## src/sv/vvga_pkg.sv

```systemverilog
// Shared types, codes and constants of the voxel view gain accumulator.
// Used by vvga_ctrl, vvga_dp and voxel_view_gain_accumulator. No dependencies.
`timescale 1ns / 1ps

package vvga_pkg;

    // Stream widths
    localparam int InWidth   = 280;   // 274 payload bits padded to whole bytes
    localparam int OutWidth  = 80;
    localparam int CfgIdxW   = 3;
    localparam int CfgDataW  = 32;

    // Iteration counts of the shared units
    localparam int SqrtSteps   = 32;
    localparam int CordicSteps = 30;
    localparam int DivSteps    = 32;
    localparam int StepW       = 5;

    // Fixed point constants
    localparam logic [31:0] OneQ16   = 32'h0001_0000;
    localparam logic [47:0] AccMax   = 48'hFFFF_FFFF_FFFF;
    localparam logic [32:0] OneQ32   = 33'h1_0000_0000;

    // Map states
    localparam logic [1:0] MapFree     = 2'd0;
    localparam logic [1:0] MapOccupied = 2'd1;
    localparam logic [1:0] MapUnknown  = 2'd2;

    // Discount modes
    localparam logic [1:0] ModeNone   = 2'd0;
    localparam logic [1:0] ModeLinear = 2'd1;
    localparam logic [1:0] ModeWeight = 2'd2;

    // Configuration register indexes
    localparam logic [CfgIdxW-1:0] CfgMode     = 3'd0;
    localparam logic [CfgIdxW-1:0] CfgMinImp   = 3'd1;
    localparam logic [CfgIdxW-1:0] CfgNewVal   = 3'd2;
    localparam logic [CfgIdxW-1:0] CfgScale    = 3'd3;
    localparam logic [CfgIdxW-1:0] CfgEdge     = 3'd4;
    localparam logic [CfgIdxW-1:0] CfgAngHoriz = 3'd5;
    localparam logic [CfgIdxW-1:0] CfgAngVert  = 3'd6;

    // Datapath operations
    typedef enum logic [4:0] {
        OP_NONE,
        OP_LOAD,
        OP_SQ0,
        OP_SQ1,
        OP_SQ2,
        OP_SQE,
        OP_SQRT,
        OP_CINIT,
        OP_CORD,
        OP_DIVT,
        OP_DIVSTEP,
        OP_T2,
        OP_RA,
        OP_WLO,
        OP_WHI,
        OP_WEND,
        OP_DIVR,
        OP_DIVM,
        OP_DIVL,
        OP_ONE,
        OP_PV,
        OP_PLO,
        OP_PHI,
        OP_PEND,
        OP_GAIN,
        OP_EMIT
    } dp_op_t;

    typedef struct packed {
        dp_op_t           op;
        logic [StepW-1:0] step;
    } dp_cmd_t;

    typedef struct packed {
        logic       occupied;
        logic [1:0] mode;
    } dp_stat_t;

    // atan(2^-i) in Q2.30, truncated
    function automatic logic signed [31:0] atan_entry(input logic [StepW-1:0] i);
        logic signed [31:0] r;
        case (i)
            5'd0:  r = 32'sd843314856;
            5'd1:  r = 32'sd497837829;
            5'd2:  r = 32'sd263043836;
            5'd3:  r = 32'sd133525158;
            5'd4:  r = 32'sd67021686;
            5'd5:  r = 32'sd33543515;
            5'd6:  r = 32'sd16775850;
            5'd7:  r = 32'sd8388437;
            5'd8:  r = 32'sd4194282;
            5'd9:  r = 32'sd2097149;
            5'd10: r = 32'sd1048575;
            5'd11: r = 32'sd524287;
            5'd12: r = 32'sd262143;
            5'd13: r = 32'sd131071;
            5'd14: r = 32'sd65535;
            5'd15: r = 32'sd32767;
            5'd16: r = 32'sd16383;
            5'd17: r = 32'sd8191;
            5'd18: r = 32'sd4095;
            5'd19: r = 32'sd2047;
            5'd20: r = 32'sd1023;
            5'd21: r = 32'sd511;
            5'd22: r = 32'sd255;
            5'd23: r = 32'sd127;
            5'd24: r = 32'sd63;
            5'd25: r = 32'sd31;
            5'd26: r = 32'sd15;
            5'd27: r = 32'sd7;
            5'd28: r = 32'sd3;
            5'd29: r = 32'sd1;
            default: r = 32'sd0;
        endcase
        return r;
    endfunction

endpackage

```

## src/sv/vvga_ctrl.sv

```systemverilog
// Controller of the voxel view gain accumulator: sequences the datapath.
// Depends on vvga_pkg.
`timescale 1ns / 1ps

module vvga_ctrl (
    input  logic               aclk,
    input  logic               aresetn,
    input  logic               s_tvalid,
    output logic               s_tready,
    output logic               m_tvalid,
    input  logic               m_tready,
    input  vvga_pkg::dp_stat_t stat,
    output vvga_pkg::dp_cmd_t  cmd
);

    typedef enum logic [4:0] {
        S_IDLE, S_DISP, S_SQ0, S_SQ1, S_SQ2, S_SQE, S_SQRT, S_CINIT, S_CORD,
        S_DIVT, S_DIVTS, S_T2, S_RA, S_WLO, S_WHI, S_WEND, S_DIVR, S_DIVRS,
        S_DIVM, S_DIVMS, S_DIVL, S_DIVLS, S_ONE, S_PV, S_PLO, S_PHI, S_PEND,
        S_GAIN, S_EMIT
    } state_t;

    state_t                       state_reg, state_next;
    logic [vvga_pkg::StepW-1:0]   cnt_reg, cnt_next;
    logic                         ready_reg, ready_next;
    logic                         mvalid_reg, mvalid_next;

    assign s_tready = ready_reg;
    assign m_tvalid = mvalid_reg;

    // next state, step count and command
    always_comb begin
        state_next  = state_reg;
        cnt_next    = cnt_reg;
        mvalid_next = mvalid_reg && !m_tready;
        cmd.op      = vvga_pkg::OP_NONE;
        cmd.step    = cnt_reg;
        case (state_reg)
            S_IDLE: begin
                if (s_tvalid && ready_reg) begin
                    cmd.op     = vvga_pkg::OP_LOAD;
                    state_next = S_DISP;
                end
            end
            S_DISP: begin
                cnt_next = '0;
                if (!stat.occupied) begin
                    state_next = S_GAIN;
                end else if (stat.mode == vvga_pkg::ModeLinear) begin
                    state_next = S_DIVL;
                end else if (stat.mode == vvga_pkg::ModeWeight) begin
                    state_next = S_SQ0;
                end else begin
                    state_next = S_ONE;
                end
            end
            S_SQ0: begin cmd.op = vvga_pkg::OP_SQ0; state_next = S_SQ1; end
            S_SQ1: begin cmd.op = vvga_pkg::OP_SQ1; state_next = S_SQ2; end
            S_SQ2: begin cmd.op = vvga_pkg::OP_SQ2; state_next = S_SQE; end
            S_SQE: begin cmd.op = vvga_pkg::OP_SQE; state_next = S_SQRT; end
            S_SQRT: begin
                cmd.op   = vvga_pkg::OP_SQRT;
                cnt_next = cnt_reg + 1'b1;
                if (cnt_reg == vvga_pkg::StepW'(vvga_pkg::SqrtSteps - 1)) begin
                    cnt_next   = '0;
                    state_next = S_CINIT;
                end
            end
            S_CINIT: begin cmd.op = vvga_pkg::OP_CINIT; state_next = S_CORD; end
            S_CORD: begin
                cmd.op   = vvga_pkg::OP_CORD;
                cnt_next = cnt_reg + 1'b1;
                if (cnt_reg == vvga_pkg::StepW'(vvga_pkg::CordicSteps - 1)) begin
                    cnt_next   = '0;
                    state_next = S_DIVT;
                end
            end
            S_DIVT: begin cmd.op = vvga_pkg::OP_DIVT; state_next = S_DIVTS; end
            S_DIVTS, S_DIVRS, S_DIVMS, S_DIVLS: begin
                cmd.op   = vvga_pkg::OP_DIVSTEP;
                cnt_next = cnt_reg + 1'b1;
                if (cnt_reg == vvga_pkg::StepW'(vvga_pkg::DivSteps - 1)) begin
                    cnt_next = '0;
                    case (state_reg)
                        S_DIVTS: state_next = S_T2;
                        S_DIVRS: state_next = S_DIVM;
                        default: state_next = S_PV;
                    endcase
                end
            end
            S_T2:   begin cmd.op = vvga_pkg::OP_T2;   state_next = S_RA;   end
            S_RA:   begin cmd.op = vvga_pkg::OP_RA;   state_next = S_WLO;  end
            S_WLO:  begin cmd.op = vvga_pkg::OP_WLO;  state_next = S_WHI;  end
            S_WHI:  begin cmd.op = vvga_pkg::OP_WHI;  state_next = S_WEND; end
            S_WEND: begin cmd.op = vvga_pkg::OP_WEND; state_next = S_DIVR; end
            S_DIVR: begin cmd.op = vvga_pkg::OP_DIVR; state_next = S_DIVRS; end
            S_DIVM: begin cmd.op = vvga_pkg::OP_DIVM; state_next = S_DIVMS; end
            S_DIVL: begin cmd.op = vvga_pkg::OP_DIVL; state_next = S_DIVLS; end
            S_ONE:  begin cmd.op = vvga_pkg::OP_ONE;  state_next = S_PV;   end
            S_PV:   begin cmd.op = vvga_pkg::OP_PV;   state_next = S_PLO;  end
            S_PLO:  begin cmd.op = vvga_pkg::OP_PLO;  state_next = S_PHI;  end
            S_PHI:  begin cmd.op = vvga_pkg::OP_PHI;  state_next = S_PEND; end
            S_PEND: begin cmd.op = vvga_pkg::OP_PEND; state_next = S_GAIN; end
            S_GAIN: begin cmd.op = vvga_pkg::OP_GAIN; state_next = S_EMIT; end
            S_EMIT: begin
                // hand the result over once the output register is free
                if (!mvalid_reg || m_tready) begin
                    cmd.op      = vvga_pkg::OP_EMIT;
                    mvalid_next = 1'b1;
                    state_next  = S_IDLE;
                end
            end
            default: state_next = S_IDLE;
        endcase
        ready_next = (state_next == S_IDLE);
    end

    always_ff @(posedge aclk) begin
        if (!aresetn) begin
            state_reg  <= S_IDLE;
            cnt_reg    <= '0;
            ready_reg  <= 1'b0;
            mvalid_reg <= 1'b0;
        end else begin
            state_reg  <= state_next;
            cnt_reg    <= cnt_next;
            ready_reg  <= ready_next;
            mvalid_reg <= mvalid_next;
        end
    end

endmodule

```

## config.mk

```make
export PLATFORM = sky130hd
export DESIGN_NAME = vvga_ctrl
export DESIGN_NICKNAME = d
export VERILOG_FILES = /design/src/sv/vvga_pkg.sv /design/src/sv/vvga_ctrl.sv
export SDC_FILE = /design/constraint.sdc
export NUM_CORES = 1
export LEC_CHECK = 0
export BUFFER_PORTS_ARGS = -buffer_cell sky130_fd_sc_hd__buf_2
export CAP_MARGIN = 0
export CORE_ASPECT_RATIO = 1.1
export CORE_MARGIN = 3
export CORE_UTILIZATION = 30
export DETAILED_ROUTE_END_ITERATION = 12
export SLEW_MARGIN = 15
export SYNTH_ARGS = -nofsm -noshare
export SYNTH_HDL_FRONTEND = slang
export SYNTH_SLANG_ARGS = --single-unit
```

## constraint.sdc

```tcl
create_clock -name aclk -period 2.1 [get_ports aclk]
set_input_delay 0.315 -clock aclk [delete_from_list [all_inputs] [get_ports aclk]]
set_output_delay 0.315 -clock aclk [all_outputs]
set_load 0.02 [all_outputs]
```

Word-level counts from Yosys, hierarchy flattened

Cells that the tools add are included.

Input bits: 7
Register bits after elaboration: 12
Logic and storage cells: 65
Output and inout bits: 12

Equality and inequality tests: 32
Add/subtract/negate cells: 1
Muxes and demuxes: 18
Reductions and logical operators: 10

Operator list:

| kind                  | number |
|---|---|
| $pmux W5 S26          | 1 |
| $pmux W5 S25          | 1 |
| $eq A5 B5 Y1 const B  | 15 |
| $mux W5               | 11 |
| $eq A5 B4 Y1 const B  | 8 |
| $eq A5 B3 Y1 const B  | 4 |
| $pmux W5 S3           | 1 |
| $eq A5 B2 Y1 const B  | 2 |
| $logic_not A5 Y1      | 2 |
| $pmux W5 S2           | 1 |
| $add A5 B1 Y5 const B | 1 |
| $eq A5 B1 Y1 const B  | 1 |
| $reduce_or A5 Y1      | 1 |
| $reduce_or A4 Y1      | 1 |
| $mux W1               | 3 |
| $reduce_bool A3 Y1    | 1 |
| $eq A2 B1 Y1 const B  | 1 |
| $eq A2 B2 Y1 const B  | 1 |
| $logic_and A1 B1 Y1   | 2 |
| $logic_not A1 Y1      | 2 |
| $logic_or A1 B1 Y1    | 1 |

Depth between registers and ports, before layout

Depth after elaboration: 6
Mapped depth: 8
Gate-level depth less buffers: 8

Least setup slack after synthesis

No wires, ideal clock.

Kind: register to register
From: reg cnt_reg[0] in the netlist's numbering
To: reg ready_reg (netlist: s_tready)
Data required time: 1.983 ns
Setup slack: 0.105 ns
Arrival time: 1.878 ns
Path buffers: 0
Setup time: 0.117 ns
Stages on the path, launching flop included: 9
Cell sequence: dfxtp_1 > ha_1 > and3_1 > ha_1 > nand2b_1 > a21oi_1 > o31a_1 > o2111ai_1 > and4bb_1

Longest elaborated chain between the ends: 4
Elaborated cells between the ends (all ways): 7
Those cells by class: eq/ne (2); mux (4); reduce/logical (1)

Ends and longest elaborated chain:

| element                                | line                                              | RTL |
|---|---|---|
| start, declared                        | vvga_ctrl.sv:24                                   | `logic [vvga_pkg::StepW-1:0] cnt_reg, cnt_next;` |
| start signal, assigned                 | vvga_ctrl.sv:126                                  | `cnt_reg <= cnt_next;` |
| $eq A5 B5 Y1, on equally long branches | vvga_ctrl.sv:64, vvga_ctrl.sv:82, vvga_ctrl.sv:73 |  |
| $mux W5, on equally long branches      | vvga_ctrl.sv:82, vvga_ctrl.sv:64, vvga_ctrl.sv:73 |  |
| $pmux W5 S26 (*)                       | vvga_ctrl.sv:38                                   | `case (state_reg)` |
| $logic_not A5 Y1 (*)                   | vvga_ctrl.sv:115                                  | `ready_next = (state_next == S_IDLE);` |
| end signal, assigned                   | vvga_ctrl.sv:127                                  | `ready_reg <= ready_next;` |
| end, declared                          | vvga_ctrl.sv:25                                   | `logic ready_reg, ready_next;` |

Every way passes the cells marked *; elsewhere a longest branch is shown, timed or not.
A chain may end at the register's enable or synchronous reset.

==> reports/qor_table.md <==
| Result | This run |
|:---|:---|
| Post-route minimum period | 2.00 ns |
| Vias in the first global route | 1140 |
| Fraction of synthesis flops using an asynchronous set or reset pin | 0% |
| Vias after detailed routing | 1192 |
| Area growth from synthesis to layout | 20.8% |
| H-tree levels | 1 |
| Number of CTS-inserted buffers | 3 |
| Final standard cell area without fillers | 1290 um^2 |
| Per-instance average area after synthesis | 7.43 um^2 |
| Remaining Overflow, GRT | 0 |
| DIE AREA | 4320 um^2 |
| Max-capacitance violation count | 0 |
| RR Endpoint | s_tready$_SDFF_PN0_ |
| Placed inst area | 1250 um^2 |
| Port buffer count | 18 |
| Clk pin slew, worst setup/hold paths | 0.08 ns |
| Remaining antenna violation count | 0 |
| WHS Path Cells | 2 |
| Worst setup slack for register-to-register paths | 0.1 ns |
| Post-route fraction of the period consumed by the critical path | 95.5% |
| Synth warnings | 0 |
| Worst Hold Launch | aresetn |
| Crit path buffers/inverters | 2 |
| Worst vdd rail ir drop | 445 uV |
| Width of the die | 62.9 um |
| Status | completed |
| Power density of the placed cells | 1150 nW/um^2 |
| Maximum achievable frequency | 0.499 GHz |
| Final total negative setup slack | 0 ns |
| RD Place Congestion | 0.920 |
| Clock skew after layout | 0.00217 ns |
| Number of antenna violations at the first check in global routing | 0 |
| Clock tree buffer depth | 2 |
| Critical path startpoint category | register |
| Sequential fraction of the synthesis area | 22.5% |
| CTS tree | done |
| Crit-path max FO | 7 |
| 1st-pass router iterations | 4 |
| Post-synthesis sequential element count | 12 |
| Worst-case setup margin in the final layout | 0.0952 ns |
| Most frequent cells in the layout | buf_2 (18), nand2_1 (12), dfxtp_1 (10), buf_4 (10) |
| Most frequently used flop master after synthesis | dfxtp_1 |
| Setup repair after global routing missed its margin | no |
| Placeable core region | 3390 um^2 |
| Pins Over Slew Limit | 0 |
| Total number of nets in the final design | 178 |
| Overall Global Routing Usage | 14.2% |
| Detailed Route WL | 2930 um |
| Worst-path cell chain | buf_4 > nand2b_1 > or4_1 > o2111ai_1 > buf_2 |
| Total power draw | 1.49 mW |
| Yosys cell types | 46 |
| Kind of capture point of the worst setup path | primary output |
| Fraction of layout cells with a size suffix above 1 | 22.8% |
| Worst min-delay path endpoint | m_tvalid$_SDFF_PN0_ |
| Clock Latency Late Sink | 0.27 ns |
| Least-Margin Pin Slew | 0.453 ns |
| Max stage delay cell, worst path | or4_1 |
| Critical path's top delay family | simple AND/OR/NAND/NOR gates |
| Commonest non-fill, non-tap cell in the layout | buf_2 |
| Worst relative slew slack | 69.5% |
| Detailed router's first-iteration violation count | 60 |
| Number of enable flip-flop cells after synthesis | 0 |
| Pin count of the biggest net entering global routing | 26 |
| Syn Nets | 154 |
| Arrival time of the worst setup path | 1.69 ns |
| CTS Hold Bufs | 0 |
| Ports | 19 |
| CTS Root Cell | clkbuf_4 |
| Routed via count divided by cell count | 5.54 |
| Post-Synthesis Cells | 144 |
| First-pass GRT wire length | 5030 um |
| Post-DP HPWL | 2290 um |
| Post-CTS setup buffer count | 0 |
| Cell count of the worst reg-to-reg path | 8 |
| Final hold viol count | 0 |
| CP Launch Point | state_reg[0]$_SDFF_PN0_ |
| Required arrival time at the worst endpoint | 1.78 ns |
| Leakage power of the design | 0.535 nW |
| Post-route DRC | 0 |
| Row Count | 22 |
| Clock Sinks | 12 |
| Starting density of the core | 31.6% |
| Setup Viol. Count Final | 0 |
| Post-synthesis cell area | 1070 um^2 |
| Worst Setup Path Type | register to primary output |
| Height of the die | 68.6 um |
| Post-DR wirelength/cell | 13.6 um |
| Hold Crit Class | input pin to register |
| Setup slack at placement | 0.120 ns |
| Ant. Diodes | 0 |
| Source of the worst register-to-register timing path | cnt_reg[1]$_SDFFE_PN0P_ |
| CP max stage delay | 0.49 ns |
==> how the worst max path moves through the flow <==
stage | end | slack, ns | cells past startpoint
after global placement | s_tready$_SDFF_PN0_ | 0.21 | 8
after global routing | cmd[5] | 0.004 | 5
final | cmd[5] | 0.1 | 5
after detailed placement | s_tready$_SDFF_PN0_ | 0.12 | 8
after floorplan | s_tready$_SDFF_PN0_ | 0.10 | 8
after CTS | cmd[5] | 0.04 | 4
==> layer usage <==
metal,vias up,global-route usage [%],share of wire [%],routed length [um]
met5,-,0,0,0
met4,0,6.61,1.6,46
met3,6,1.30,7.7,227
met2,55,26.9,50,1450
met1,548,16.5,41,1200
li1,583,-,-,-
==> stage by stage <==
step	hold WS, ns	std cells	utilization (%)
finish	0.319	215	38.2
global route	0.327	215	38.2
CTS	0.316	215	38.0
detailed placement	0.514	211	36.9
global placement	0.496	211	36.9
floorplan	0.433	144	-
==> timing repair <==
action / CTS / global route
hold endpoints to repair: 0 / 0
endpoints found under the setup margin: 0 / 3
gates resized for setup: 0 / 3
==> final cells by class <==
class | count | area [um^2]
clock buffer | 4 | 36.3
tap | 48 | 60.1
inverter | 9 | 33.8
timing repair buffer | 29 | 176
multi-input combinational | 113 | 743
fill | 366 | 2090
sequential | 12 | 243
==> worst register-to-register path: stages, from the launching register on <==
cell and delay [ns]:
dfxtp_1 0.40, ha_1 0.21, and3_1 0.16, ha_1 0.22, nand2b_1 0.14, a21oi_1 0.07, o31a_1 0.27, o2111ai_1 0.20
and4bb_1 0.23
==> synthesized netlist by cell type (all sizes together), types with 4 or more instances <==
cell / count / area (um^2)
a21oi: 6 / 30.0
and2: 5 / 31.3
buf: 7 / 41.3
dfxtp: 12 / 240
inv: 9 / 33.8
nand2: 12 / 45.0
nand2b: 6 / 37.5
nor2: 9 / 33.8
nor3: 6 / 30.0
o211ai: 4 / 30.0
o21ai: 9 / 45.0
==> power breakdown <==
group / leakage [nW] / switching [mW] / internal, mW
registers: 0.0984 / 0.0823 / 0.279
clock network: 0.0210 / 0.0773 / 0.105
logic: 0.416 / 0.528 / 0.418
total: 0.535 / 0.688 / 0.802
==> cells by family (layout without fill, tap and decap cells) <==
family | after synthesis | in the layout | synth area share, %
buffers and inverters | 19 | 42 | 8.07
muxes | 2 | 2 | 1.87
AOI/OAI and AO/OA | 41 | 41 | 27.3
DFF | 12 | 12 | 22.5
adders and majority gates | 4 | 4 | 4.44
xor gates and xnor gates | 1 | 1 | 0.819
and+or+nand+nor | 65 | 65 | 35.1
Note: power is estimated with default switching activity, not from simulation.
